[config.mk]
export PLATFORM = sky130hd
export DESIGN_NAME = cpu_load_monitor_unit_flat
export DESIGN_NICKNAME = d
export VERILOG_FILES = /design/src/design/clm_pkg.sv /design/src/design/clm_if.sv /design/src/design/clm_history.sv /design/src/design/clm_divider.sv /design/src/design/cpu_load_monitor_unit.sv /design/src/flat_wrapper.sv
export VERILOG_INCLUDE_DIRS = /design/src /design/src/design
export SDC_FILE = /design/constraint.sdc
export NUM_CORES = 2
export LEC_CHECK = 0
export BUFFER_PORTS_ARGS = -buffer_cell sky130_fd_sc_hd__buf_4
export CORE_MARGIN = 2
export CORE_UTILIZATION = 56
export DETAILED_ROUTE_END_ITERATION = 8
export PLACE_DENSITY_LB_ADDON = 0.25
export RECOVER_POWER = 25
export SETUP_SLACK_MARGIN = 0.4
export SLEW_MARGIN = 20
export SYNTH_ARGS = -nofsm -noshare
export SYNTH_HDL_FRONTEND = slang
export SYNTH_HIERARCHICAL = 1
export SYNTH_SLANG_ARGS = --single-unit
[constraint.sdc]
create_clock -name clock -period 7.7 [get_ports clock]
set_clock_uncertainty 0.05 [all_clocks]
set_input_delay 1.54 -clock clock [delete_from_list [all_inputs] [get_ports clock]]
set_output_delay 1.54 -clock clock [all_outputs]
set_load 0.01 [all_outputs]
[src/design/cpu_load_monitor_unit_assert.svh]
// ----------------------------------------------------------------------------
// cpu_load_monitor_unit_assert.svh
// Assertion macros shared by the load monitor RTL.
// ----------------------------------------------------------------------------
`ifndef CPU_LOAD_MONITOR_UNIT_ASSERT_SVH
`define CPU_LOAD_MONITOR_UNIT_ASSERT_SVH

// same-cycle implication
`define CLM_ASSERT_IMPLIES(label, clk, rst, ante, cons) \
   label: assert property (@(posedge clk) disable iff (rst) (ante) |-> (cons)) \
      else $error("load monitor: same-cycle check failed");

// next-cycle implication
`define CLM_ASSERT_NEXT(label, clk, rst, ante, cons) \
   label: assert property (@(posedge clk) disable iff (rst) (ante) |=> (cons)) \
      else $error("load monitor: next-cycle check failed");

`endif

[src/design/clm_pkg.sv]
// ----------------------------------------------------------------------------
// clm_pkg
// Types and constants of the CPU load monitor.
// ----------------------------------------------------------------------------
`default_nettype none

package clm_pkg;

   localparam int DATA_W     = 32;
   localparam int TICK_W     = 32;
   localparam int ACTION_W   = 2;
   localparam int INTERVAL_W = 16;
   localparam int LOAD_W     = 10;
   localparam int HIST_DEPTH = 8;
   localparam int SCALE_W    = DATA_W + LOAD_W;
   localparam int DIV_CNT_W  = $clog2(LOAD_W);

   localparam logic [LOAD_W-1:0]     LOAD_FULL      = LOAD_W'(1000);
   localparam logic [INTERVAL_W-1:0] INTERVAL_RESET = INTERVAL_W'(1000);

   localparam logic [ACTION_W-1:0] ACT_IDLE_ENTER = 2'd0;
   localparam logic [ACTION_W-1:0] ACT_IDLE_EXIT  = 2'd1;
   localparam logic [ACTION_W-1:0] ACT_SAMPLE     = 2'd2;

   typedef enum logic [1:0] {
      PAIR_INSTANT,
      PAIR_SECOND,
      PAIR_FIVE
   } pair_type;

   typedef struct packed {
      logic                capture;
      logic                apply;
      logic [ACTION_W-1:0] action;
      logic [DATA_W-1:0]   cycle_count;
      logic [TICK_W-1:0]   tick_ms;
   } hist_cmd_type;

   typedef struct packed {
      logic              start;
      logic [DATA_W-1:0] td;
      logic [DATA_W-1:0] id;
   } div_req_type;

   typedef struct packed {
      logic              done;
      logic [LOAD_W-1:0] load;
   } div_rsp_type;

endpackage

`default_nettype wire

[src/design/clm_if.sv]
// ----------------------------------------------------------------------------
// clm_if
// Valid/ready channels of the load monitor: event beats in, load beats out.
// ----------------------------------------------------------------------------
`default_nettype none

interface clm_req_if;
   logic                          valid;
   logic                          ready;
   logic [clm_pkg::ACTION_W-1:0]  action;
   logic [clm_pkg::DATA_W-1:0]    cycle_count;
   logic [clm_pkg::TICK_W-1:0]    tick_ms;

   modport source (output valid, action, cycle_count, tick_ms, input ready);
   modport sink   (input valid, action, cycle_count, tick_ms, output ready);
endinterface

interface clm_rsp_if;
   logic                        valid;
   logic                        ready;
   logic [clm_pkg::LOAD_W-1:0]  load_instant;
   logic [clm_pkg::LOAD_W-1:0]  load_last_second;
   logic [clm_pkg::LOAD_W-1:0]  load_five_seconds;
   logic                        idle_now;

   modport source (output valid, load_instant, load_last_second, load_five_seconds,
                   idle_now, input ready);
   modport sink   (input valid, load_instant, load_last_second, load_five_seconds,
                   idle_now, output ready);
endinterface

`default_nettype wire

[src/design/clm_history.sv]
// ----------------------------------------------------------------------------
// clm_history
// Idle accounting and the eight-slot snapshot history; delta of a slot pair.
// ----------------------------------------------------------------------------
`default_nettype none

`include "cpu_load_monitor_unit_assert.svh"

module clm_history (
   input  wire logic                              clock,
   input  wire logic                              reset,
   input  wire logic [clm_pkg::INTERVAL_W-1:0]    interval,
   input  wire clm_pkg::hist_cmd_type             cmd,
   input  wire clm_pkg::pair_type                 pair,
   output logic [clm_pkg::DATA_W-1:0]             td,
   output logic [clm_pkg::DATA_W-1:0]             id,
   output logic                                   idle_flag
);

   logic                           idle_flag_ff;
   logic [clm_pkg::DATA_W-1:0]     idle_start_ff;
   logic [clm_pkg::DATA_W-1:0]     idle_sum_ff;
   logic [clm_pkg::TICK_W-1:0]     last_shift_ff;
   logic [clm_pkg::DATA_W-1:0]     hist_total_ff [clm_pkg::HIST_DEPTH];
   logic [clm_pkg::DATA_W-1:0]     hist_idle_ff  [clm_pkg::HIST_DEPTH];

   logic [clm_pkg::ACTION_W-1:0]   action_ff;
   logic [clm_pkg::DATA_W-1:0]     cycles_ff;
   logic [clm_pkg::TICK_W-1:0]     tick_ff;
   logic [clm_pkg::DATA_W-1:0]     idle_len_ff;
   logic [clm_pkg::TICK_W-1:0]     tick_gap_ff;

   always_ff @(posedge clock) begin
      if (cmd.capture) begin
         action_ff   <= cmd.action;
         cycles_ff   <= cmd.cycle_count;
         tick_ff     <= cmd.tick_ms;
         idle_len_ff <= cmd.cycle_count - idle_start_ff;
         tick_gap_ff <= cmd.tick_ms - last_shift_ff;
      end
   end

   always_ff @(posedge clock) begin
      if (reset) begin
         idle_flag_ff  <= 1'b0;
         idle_start_ff <= '0;
         idle_sum_ff   <= '0;
         last_shift_ff <= '0;
         for (int i = 0; i < clm_pkg::HIST_DEPTH; i++) begin
            hist_total_ff[i] <= '0;
            hist_idle_ff[i]  <= '0;
         end
      end else if (cmd.apply) begin
         case (action_ff)
            clm_pkg::ACT_IDLE_ENTER: begin
               if (!idle_flag_ff) begin
                  idle_start_ff <= cycles_ff;
                  idle_flag_ff  <= 1'b1;
               end
            end
            clm_pkg::ACT_IDLE_EXIT: begin
               if (idle_flag_ff) begin
                  idle_sum_ff  <= idle_sum_ff + idle_len_ff;
                  idle_flag_ff <= 1'b0;
               end
            end
            clm_pkg::ACT_SAMPLE: begin
               hist_total_ff[1] <= hist_total_ff[0];
               hist_idle_ff[1]  <= hist_idle_ff[0];
               hist_total_ff[0] <= cycles_ff;
               hist_idle_ff[0]  <= idle_sum_ff;
               if (tick_gap_ff >= clm_pkg::TICK_W'(interval)) begin
                  last_shift_ff <= tick_ff;
                  for (int i = 3; i < clm_pkg::HIST_DEPTH; i++) begin
                     hist_total_ff[i] <= hist_total_ff[i-1];
                     hist_idle_ff[i]  <= hist_idle_ff[i-1];
                  end
                  hist_total_ff[2] <= hist_total_ff[0];
                  hist_idle_ff[2]  <= hist_idle_ff[0];
               end
            end
            default: ;
         endcase
      end
   end

   always_comb begin
      case (pair)
         clm_pkg::PAIR_INSTANT: begin
            td = hist_total_ff[0] - hist_total_ff[1];
            id = hist_idle_ff[0]  - hist_idle_ff[1];
         end
         clm_pkg::PAIR_SECOND: begin
            td = hist_total_ff[2] - hist_total_ff[3];
            id = hist_idle_ff[2]  - hist_idle_ff[3];
         end
         default: begin
            td = hist_total_ff[2] - hist_total_ff[clm_pkg::HIST_DEPTH-1];
            id = hist_idle_ff[2]  - hist_idle_ff[clm_pkg::HIST_DEPTH-1];
         end
      endcase
   end

   assign idle_flag = idle_flag_ff;

   `CLM_ASSERT_IMPLIES(a_apply_after_capture, clock, reset, cmd.apply, $past(cmd.capture))

endmodule

`default_nettype wire

[src/design/clm_divider.sv]
// ----------------------------------------------------------------------------
// clm_divider
// Bit-serial load unit: 1000 - floor(1000*id/td), 0 if td = 0 or id > td; one quotient bit a cycle.
// ----------------------------------------------------------------------------
`default_nettype none

`include "cpu_load_monitor_unit_assert.svh"

module clm_divider (
   input  wire logic                  clock,
   input  wire logic                  reset,
   input  wire clm_pkg::div_req_type  req,
   output clm_pkg::div_rsp_type       rsp
);

   typedef enum logic [2:0] {
      D_IDLE,
      D_SCALE1,
      D_SCALE2,
      D_SHIFT,
      D_FINISH
   } dstate_type;

   dstate_type                        state_ff;
   logic [clm_pkg::DATA_W-1:0]        td_ff;
   logic [clm_pkg::DATA_W-1:0]        id_ff;
   logic                              zero_ff;
   logic [clm_pkg::SCALE_W-1:0]       acc_ff;
   logic [clm_pkg::DATA_W-1:0]        rem_ff;
   logic [clm_pkg::LOAD_W-1:0]        quo_ff;
   logic [clm_pkg::DIV_CNT_W-1:0]     count_ff;
   logic                              done_ff;
   logic [clm_pkg::LOAD_W-1:0]        load_ff;

   logic [clm_pkg::SCALE_W-1:0]       scaled_in;
   logic [clm_pkg::DATA_W:0]          trial_in;
   logic                              fits_in;

   // 1000*id = 1024*id - 16*id - 8*id
   assign scaled_in = acc_ff - (clm_pkg::SCALE_W'(id_ff) << 3);
   assign trial_in  = {rem_ff, quo_ff[clm_pkg::LOAD_W-1]};
   assign fits_in   = trial_in >= {1'b0, td_ff};

   always_ff @(posedge clock) begin
      if (reset) begin
         state_ff <= D_IDLE;
         done_ff  <= 1'b0;
      end else begin
         done_ff <= 1'b0;
         unique case (state_ff)
            D_IDLE: begin
               if (req.start) begin
                  td_ff    <= req.td;
                  id_ff    <= req.id;
                  zero_ff  <= (req.td == '0) || (req.id > req.td);
                  state_ff <= D_SCALE1;
               end
            end
            D_SCALE1: begin
               acc_ff   <= (clm_pkg::SCALE_W'(id_ff) << clm_pkg::LOAD_W)
                           - (clm_pkg::SCALE_W'(id_ff) << 4);
               state_ff <= D_SCALE2;
            end
            D_SCALE2: begin
               rem_ff   <= scaled_in[clm_pkg::SCALE_W-1:clm_pkg::LOAD_W];
               quo_ff   <= scaled_in[clm_pkg::LOAD_W-1:0];
               count_ff <= '0;
               state_ff <= D_SHIFT;
            end
            D_SHIFT: begin
               rem_ff   <= clm_pkg::DATA_W'(fits_in ? trial_in - {1'b0, td_ff} : trial_in);
               quo_ff   <= {quo_ff[clm_pkg::LOAD_W-2:0], fits_in};
               count_ff <= count_ff + 1'b1;
               if (count_ff == clm_pkg::DIV_CNT_W'(clm_pkg::LOAD_W - 1)) begin
                  state_ff <= D_FINISH;
               end
            end
            D_FINISH: begin
               load_ff  <= zero_ff ? '0 : clm_pkg::LOAD_FULL - quo_ff;
               done_ff  <= 1'b1;
               state_ff <= D_IDLE;
            end
            default: state_ff <= D_IDLE;
         endcase
      end
   end

   assign rsp.done = done_ff;
   assign rsp.load = load_ff;

   `CLM_ASSERT_IMPLIES(a_start_when_free, clock, reset, req.start, state_ff == D_IDLE)
   `CLM_ASSERT_IMPLIES(a_load_in_range, clock, reset, done_ff, load_ff <= clm_pkg::LOAD_FULL)

endmodule

`default_nettype wire

[src/design/cpu_load_monitor_unit.sv]
// An event beat (idle enter, idle exit or sample) passes these steps from
// acceptance to its load beat: the apply step records the idle start, adds to
// the idle sum or shifts the history, then the three loads pass one after
// another through a shared bit-serial divider (a start step, two scaling steps,
// ten quotient bits, a finish step and a handoff), and the output register is
// loaded once the sink has taken any previous beat. A new event is accepted in
// the cycle after the previous result reaches the output register, so the
// unit takes no new event while one is still in flight.
// ----------------------------------------------------------------------------
// cpu_load_monitor_unit
// CPU load from idle time: instant, one-second and five-second loads in
// tenths of a percent for every event beat.
// ----------------------------------------------------------------------------
`default_nettype none

`include "cpu_load_monitor_unit_assert.svh"

module cpu_load_monitor_unit (
   input  wire logic                             clock,
   input  wire logic                             reset,
   input  wire logic                             csr_write_enable,
   input  wire logic [clm_pkg::INTERVAL_W-1:0]   csr_write_data,
   clm_req_if.sink                               req_ch,
   clm_rsp_if.source                             rsp_ch
);

   typedef enum logic [2:0] {
      S_IDLE,
      S_APPLY,
      S_START,
      S_WAIT,
      S_OUT
   } state_type;

   state_type                          state_ff;
   clm_pkg::pair_type                  pair_ff;
   logic [clm_pkg::INTERVAL_W-1:0]     interval_ff;
   logic [clm_pkg::LOAD_W-1:0]         inst_ff;
   logic [clm_pkg::LOAD_W-1:0]         second_ff;
   logic [clm_pkg::LOAD_W-1:0]         five_ff;
   logic                               rsp_valid_ff;
   logic [clm_pkg::LOAD_W-1:0]         rsp_inst_ff;
   logic [clm_pkg::LOAD_W-1:0]         rsp_second_ff;
   logic [clm_pkg::LOAD_W-1:0]         rsp_five_ff;
   logic                               rsp_idle_ff;

   logic                               req_fire;
   logic                               rsp_fire;
   clm_pkg::hist_cmd_type              hist_cmd;
   clm_pkg::div_req_type               div_req;
   clm_pkg::div_rsp_type               div_rsp;
   logic [clm_pkg::DATA_W-1:0]         pair_td;
   logic [clm_pkg::DATA_W-1:0]         pair_id;
   logic                               idle_flag;

   assign req_ch.ready = (state_ff == S_IDLE);
   assign req_fire     = req_ch.valid && req_ch.ready;
   assign rsp_fire     = rsp_valid_ff && rsp_ch.ready;

   assign hist_cmd.capture     = req_fire;
   assign hist_cmd.apply       = (state_ff == S_APPLY);
   assign hist_cmd.action      = req_ch.action;
   assign hist_cmd.cycle_count = req_ch.cycle_count;
   assign hist_cmd.tick_ms     = req_ch.tick_ms;

   assign div_req.start = (state_ff == S_START);
   assign div_req.td    = pair_td;
   assign div_req.id    = pair_id;

   always_ff @(posedge clock) begin
      if (reset) begin
         interval_ff <= clm_pkg::INTERVAL_RESET;
      end else if (csr_write_enable) begin
         interval_ff <= csr_write_data;
      end
   end

   clm_history u_history (
      .clock     (clock),
      .reset     (reset),
      .interval  (interval_ff),
      .cmd       (hist_cmd),
      .pair      (pair_ff),
      .td        (pair_td),
      .id        (pair_id),
      .idle_flag (idle_flag)
   );

   clm_divider u_divider (
      .clock (clock),
      .reset (reset),
      .req   (div_req),
      .rsp   (div_rsp)
   );

   always_ff @(posedge clock) begin
      if (reset) begin
         state_ff     <= S_IDLE;
         pair_ff      <= clm_pkg::PAIR_INSTANT;
         rsp_valid_ff <= 1'b0;
      end else begin
         if (rsp_fire && (state_ff != S_OUT)) begin
            rsp_valid_ff <= 1'b0;
         end
         unique case (state_ff)
            S_IDLE: begin
               if (req_fire) begin
                  state_ff <= S_APPLY;
               end
            end
            S_APPLY: begin
               pair_ff  <= clm_pkg::PAIR_INSTANT;
               state_ff <= S_START;
            end
            S_START: begin
               state_ff <= S_WAIT;
            end
            S_WAIT: begin
               if (div_rsp.done) begin
                  case (pair_ff)
                     clm_pkg::PAIR_INSTANT: begin
                        inst_ff  <= div_rsp.load;
                        pair_ff  <= clm_pkg::PAIR_SECOND;
                        state_ff <= S_START;
                     end
                     clm_pkg::PAIR_SECOND: begin
                        second_ff <= div_rsp.load;
                        pair_ff   <= clm_pkg::PAIR_FIVE;
                        state_ff  <= S_START;
                     end
                     default: begin
                        five_ff  <= div_rsp.load;
                        state_ff <= S_OUT;
                     end
                  endcase
               end
            end
            S_OUT: begin
               if (!rsp_valid_ff || rsp_ch.ready) begin
                  rsp_inst_ff   <= inst_ff;
                  rsp_second_ff <= second_ff;
                  rsp_five_ff   <= five_ff;
                  rsp_idle_ff   <= idle_flag;
                  rsp_valid_ff  <= 1'b1;
                  state_ff      <= S_IDLE;
               end
            end
            default: state_ff <= S_IDLE;
         endcase
      end
   end

   assign rsp_ch.valid             = rsp_valid_ff;
   assign rsp_ch.load_instant      = rsp_inst_ff;
   assign rsp_ch.load_last_second  = rsp_second_ff;
   assign rsp_ch.load_five_seconds = rsp_five_ff;
   assign rsp_ch.idle_now          = rsp_idle_ff;

   `CLM_ASSERT_IMPLIES(a_done_while_waiting, clock, reset, div_rsp.done, state_ff == S_WAIT)
   `CLM_ASSERT_NEXT(a_accept_then_apply, clock, reset, req_fire, state_ff == S_APPLY)

endmodule

`default_nettype wire
[src/flat_wrapper.sv]
// flat-port wrapper written by rule: the top's interface ports become plain ports
module cpu_load_monitor_unit_flat 
  (clock, reset, csr_write_enable, csr_write_data, req_ch_valid, req_ch_action, req_ch_cycle_count, req_ch_tick_ms, req_ch_ready, rsp_ch_valid, rsp_ch_load_instant, rsp_ch_load_last_second, rsp_ch_load_five_seconds, rsp_ch_idle_now, rsp_ch_ready);
  clm_req_if req_ch_i ();
  clm_rsp_if rsp_ch_i ();
  input  wire logic clock;
  input  wire logic reset;
  input  wire logic csr_write_enable;
  input  wire logic [clm_pkg::INTERVAL_W-1:0] csr_write_data;
  input wire logic [$bits(req_ch_i.valid)-1:0] req_ch_valid;
  input wire logic [$bits(req_ch_i.action)-1:0] req_ch_action;
  input wire logic [$bits(req_ch_i.cycle_count)-1:0] req_ch_cycle_count;
  input wire logic [$bits(req_ch_i.tick_ms)-1:0] req_ch_tick_ms;
  output wire logic [$bits(req_ch_i.ready)-1:0] req_ch_ready;
  output wire logic [$bits(rsp_ch_i.valid)-1:0] rsp_ch_valid;
  output wire logic [$bits(rsp_ch_i.load_instant)-1:0] rsp_ch_load_instant;
  output wire logic [$bits(rsp_ch_i.load_last_second)-1:0] rsp_ch_load_last_second;
  output wire logic [$bits(rsp_ch_i.load_five_seconds)-1:0] rsp_ch_load_five_seconds;
  output wire logic [$bits(rsp_ch_i.idle_now)-1:0] rsp_ch_idle_now;
  input wire logic [$bits(rsp_ch_i.ready)-1:0] rsp_ch_ready;
  assign req_ch_i.valid = req_ch_valid;
  assign req_ch_i.action = req_ch_action;
  assign req_ch_i.cycle_count = req_ch_cycle_count;
  assign req_ch_i.tick_ms = req_ch_tick_ms;
  assign req_ch_ready = req_ch_i.ready;
  assign rsp_ch_valid = rsp_ch_i.valid;
  assign rsp_ch_load_instant = rsp_ch_i.load_instant;
  assign rsp_ch_load_last_second = rsp_ch_i.load_last_second;
  assign rsp_ch_load_five_seconds = rsp_ch_i.load_five_seconds;
  assign rsp_ch_idle_now = rsp_ch_i.idle_now;
  assign rsp_ch_i.ready = rsp_ch_ready;
  cpu_load_monitor_unit u_core (.clock(clock), .reset(reset), .csr_write_enable(csr_write_enable), .csr_write_data(csr_write_data), .req_ch(req_ch_i), .rsp_ch(rsp_ch_i));
endmodule
---- Word level (Yosys, flattened, before mapping) ----
Memory sizes are Yosys's and may differ from the RTL's.
Index checks and enable logic that the tools add are counted.
storage, ports and cells
  bits in registers ....................... 477
  bits in writable memories ............... 512
  input port bits ......................... 87
  logic and storage cells ................. 166
  memories ................................ 2
memories
  memory                          words  bits a word  read ports  clocked after Yosys merged registers in  wr ports  RTL line           RTL
  u_core.u_history.hist_idle_ff   8      32           8           0                                        8         clm_history.sv:25  logic [clm_pkg::DATA_W-1:0] hist_idle_ff [clm_pkg::HIST_DEPTH];
  u_core.u_history.hist_total_ff  8      32           8           0                                        8         clm_history.sv:24  logic [clm_pkg::DATA_W-1:0] hist_total_ff [clm_pkg::HIST_DEPTH];
cells by class
  $add $sub $neg .......................... 14
  $lt $le $gt $ge ......................... 3
  eq/ne operators ......................... 19
  muxes and demuxes ....................... 49
  bitwise logic cells ..................... 19
  reduce and logical (&&, ||, !) cells .... 30
operators by type and width
  kind                      number
  $mux W32                  17
  $sub A32 B32 Y32          9
  $pmux W32 S2              3
  $sub A42 B35 Y42          1
  $sub A42 B36 Y42          1
  $ge A33 B32 Y1            1
  $add A32 B32 Y32          1
  $ge A32 B16 Y1            1
  $gt A32 B32 Y1            1
  $logic_not A32 Y1         1
  $reduce_and A3 Y1         7
  $pmux W10 S2              1
  $mux W3                   6
  $or A1 B1 Y1              16
  $mux W1                   15
  $pmux W3 S5               1
  $eq A3 B2 Y1 const B      4
  $pmux W3 S4               1
  $reduce_and A4 Y1         3
  $reduce_and A2 Y1         5
  $sub A10 B10 Y10 const A  1
  $pmux W2 S2               2
  $pmux W4 S2               1
  $eq A3 B1 Y1 const B      2
  19 further kinds          33

---- Depth between registers and ports, before layout ----
  depth after elaboration ................. 7
  gate-level depth with buffers ........... 27
  mapped depth without buffers ............ 26

---- Hierarchy ----
The synthesis kept the hierarchy.
by module, submodules not included
  module                 times used  cells an instance  area an instance (sq um)
  clm_history            1           3425               37802.5
  clm_divider            1           1306               12504.5
  cpu_load_monitor_unit  1           163                2770.2

---- Least setup slack after synthesis ----
OpenSTA, ideal clock, no wires.
  path kind ............................... input to register
  start ................................... input port reset
  end ..................................... memory u_core/u_history/hist_idle_ff[0][100] in the netlist's numbering (enable)
  library setup time ...................... 0.607 ns
  data arrival time ....................... 7.200 ns
  data required time ...................... 7.043 ns
  path slack .............................. -0.157 ns
  stages .................................. 5
  path buffers ............................ 3
  cell sequence ........................... clkbuf_1 nor3_4 buf_4 buf_2 inv_1
RTL lines
  element             RTL line           RTL
  start: declaration  flat_wrapper.sv:7  input wire logic reset;
  end: declaration    clm_history.sv:25

==> flow_metrics.tcl <==
set metrics [dict create \
    comb_power_share_pct 13.9 \
    min-delay-path-class "reg -> reg" \
    drive_above_1_share_pct 6.36 \
    post_cts_buffers 0 \
    clockBufferDepth 3 \
    max-slew-margin-rel_pct -143 \
    crit-reg2reg-launch "u_core/pair_ff[0]$_SDFFE_PP0P_" \
    area_delta_synth_final_pct 9.87 \
    die_area_mm2 0.0973 \
    numCtsBuffers 102 \
    root_buffer "clkbuf_16" \
    drt-pass1-iter-count 6 \
    rsz0062_at_grt "no" \
    fin_util_pct 62.3 \
    antenna_found_initial 1 \
    intPower_uw 9550 \
    dpl.hpwl_um 90300 \
    ys_types 108 \
    vdd_drop_max_mv 0.193 \
    cts_max_level 3 \
    drv_cap 10 \
    synth-edff-count 734 \
    diodes 0 \
    path_clk_slew_ns 0.06 \
    setup_viol 0 \
    synth_top_area_cell "edfxtp_1" \
    rows 112 \
    power_switching_uw 3310 \
    synthesis.area_mm2 0.0531 \
    synth_nets 5348 \
    wl_um 123000 \
    swShare_pct 25.7 \
    top_layer "met4" \
    drt-met1-wl_um 57400 \
    ctsResizeCount 0 \
    routabilityCongestion 0.932 \
    tritoncts "built" \
    setup_tns_ns 0 \
    cts_num_sinks 985 \
    cts.hold.buffers_added 0 \
    synthCells 4894 \
    die_h_um 312 \
    final_cell_mix "edfxtp_1, a21oi_1, and2_1" \
    syn_area_per_cell_um2 10.8 \
    placed_area_mm2 0.0552 \
    yosys_warnings 6 \
    power.leakage_uw 0.0229 \
    r2r-end "u_core/u_divider/zero_ff$_DFFE_PP_" \
    worst_slew_pin_slew_ns 3.65 \
    ys_ff_latch 985 \
    wire_per_inst_um 19.5 \
    vias 36500 \
    pin_count 120 \
    ys_async_sr_fraction_pct 0 \
    met2_length_um 56700 \
    vias_per_cell 5.79 \
    period_share_pct 88.0 \
    synthFlopType "edfxtp_1" \
    startpoint_type "input port" \
    wl_met3_um 5570 \
    critical_path_required_ns 7.93 \
    synthTopCellsByArea "edfxtp_1, dfxtp_1, ha_1, and2_1, a21oi_1" \
    rrSetupSlack_ns 1.36 \
    max_freq_mhz 147 \
    crit_arrival_ns 7.01 \
    p_seq_share_pct 47.6 \
    r2r_cells 22 \
    drt_iter0_drc 2874 \
    first_global_vias 35400 \
    fin_area_mm2 0.0583 \
    hold_slack_ns 0.365 \
    track_usage_pct 24.9 \
    final_common_cell "edfxtp_1" \
    portBuffers 119 \
    period_minus_slack_ns 6.78 \
    endpoint_kind "register" \
    hold_viol 0 \
    finalNetCount 5427 \
    violations "max-capacitance violations, max-slew violations" \
    drv_slew 446 \
    grt_max_degree 213 \
    ant_nets 0 \
    synth-seq-area-share_pct 51.0 \
    crit_end "u_core/u_history/hist_total_ff[0][62]$_SDFFCE_PN0P_" \
    drc 0 \
    critPathLaunch "reset" \
    clock_latency_ns 0.68 \
    status "finished with violations" \
    grt_overflow_total 0 \
    critPathMaxFanout 69 \
    core_mm2 0.0936 \
    fp.dieW_um 312 \
    initial_core_util_pct 56.7 \
    p_per_area_mw_per_mm2 221 \
    grt_pass1_wl_um 194000 \
    largestRegisters "u_core/u_history/hist_idle_ff: 256 flops, u_core/u_history/hist_total_ff: 256 flops, u_core/u_divider/acc_ff: 38 flops" \
    synth_top_area_share_pct 41.5 \
    clkPwrFrac_pct 38.5 \
    worstSetupPathType "in -> reg" \
]
## critical path, stage by stage
cell,delay [ns]
clkbuf_1,1.35
clkbuf_1,2.55
nand2b_4,0.79
buf_4,0.67
## area by class of cell
cell class              count  area (µm²)
fillers                  7619       35300
flip-flops and latches    985       27100
multi-input cells        3381       24000
clock buffers             140        2900
well taps                1254        1570
inverters                 344        1290
repair buffers            159         992
clock inverters            51         483
## how the worst min path moves through the flow
stage,endpoint,slack (ns),cells past startpoint,start
floorplan,u_core/rsp_ch.load_five_seconds[0]$_DFFE_PP_,0.35,0,u_core/five_ff[0]$_DFFE_PP_
global placement,u_core/rsp_ch.load_instant[5]$_DFFE_PP_,0.35,0,u_core/inst_ff[5]$_DFFE_PP_
detailed placement,u_core/rsp_ch.load_five_seconds[1]$_DFFE_PP_,0.35,0,u_core/five_ff[1]$_DFFE_PP_
CTS,u_core/rsp_ch.load_instant[8]$_DFFE_PP_,0.37,0,u_core/inst_ff[8]$_DFFE_PP_
global route,u_core/rsp_ch.load_five_seconds[9]$_DFFE_PP_,0.37,0,u_core/five_ff[9]$_DFFE_PP_
finish,u_core/rsp_ch.load_instant[8]$_DFFE_PP_,0.36,0,u_core/inst_ff[8]$_DFFE_PP_
## cells in the mapped netlist (all sizes together) (34+ instances only)
master    n
nand2b   49
dfxtp   251
mux2i   120
nor3     44
o21ai   182
and2    395
a21o    149
a21oi   399
ha      358
buf      34
edfxtp  734
xnor2   163
nand4    51
inv     344
nand2   314
nand3    92
clkbuf  150
o21a     44
o21bai   38
a22o    163
nor2    230
xor2    115
nor2b    48
## through the flow
step,instances,worst slack [ns],total power [µW]
after floorplan,4894,0.888,7470
after global placement,6123,1.55,7990
after detailed placement,6123,1.41,8010
after CTS,6314,1.35,13000
after global routing,6314,0.511,13400
final,6314,0.920,12900
## power groups by stage
stage | combinational [µW] | clock [µW] | sequential (µW)
2_1_floorplan | 1300 | 0 | 6180
3_3_place_gp | 1760 | 0 | 6220
3_5_place_dp | 1790 | 0 | 6230
4_1_cts | 1800 | 5060 | 6110
5_1_grt | 1990 | 5240 | 6140
6_report | 1790 | 4950 | 6120
## routing by layer
layer	global-route usage, %	up-vias
met3	2.86	185
met2	40.3	819
li1	-	18000
met4	8.30	0
met5	0	-
met1	35.1	17600
## logic make-up after synthesis
logic type      after synthesis  synth area share, %
compound gates             1246                 16.0
xor+xnor                    278                 4.59
fa+ha+maj                   367                 8.78
buf+inv                     528                 3.86
flops                       985                 51.0
mux                         122                 2.31
simple gates               1368                 13.5
No activity file was read; power rests on OpenSTA's default activity.
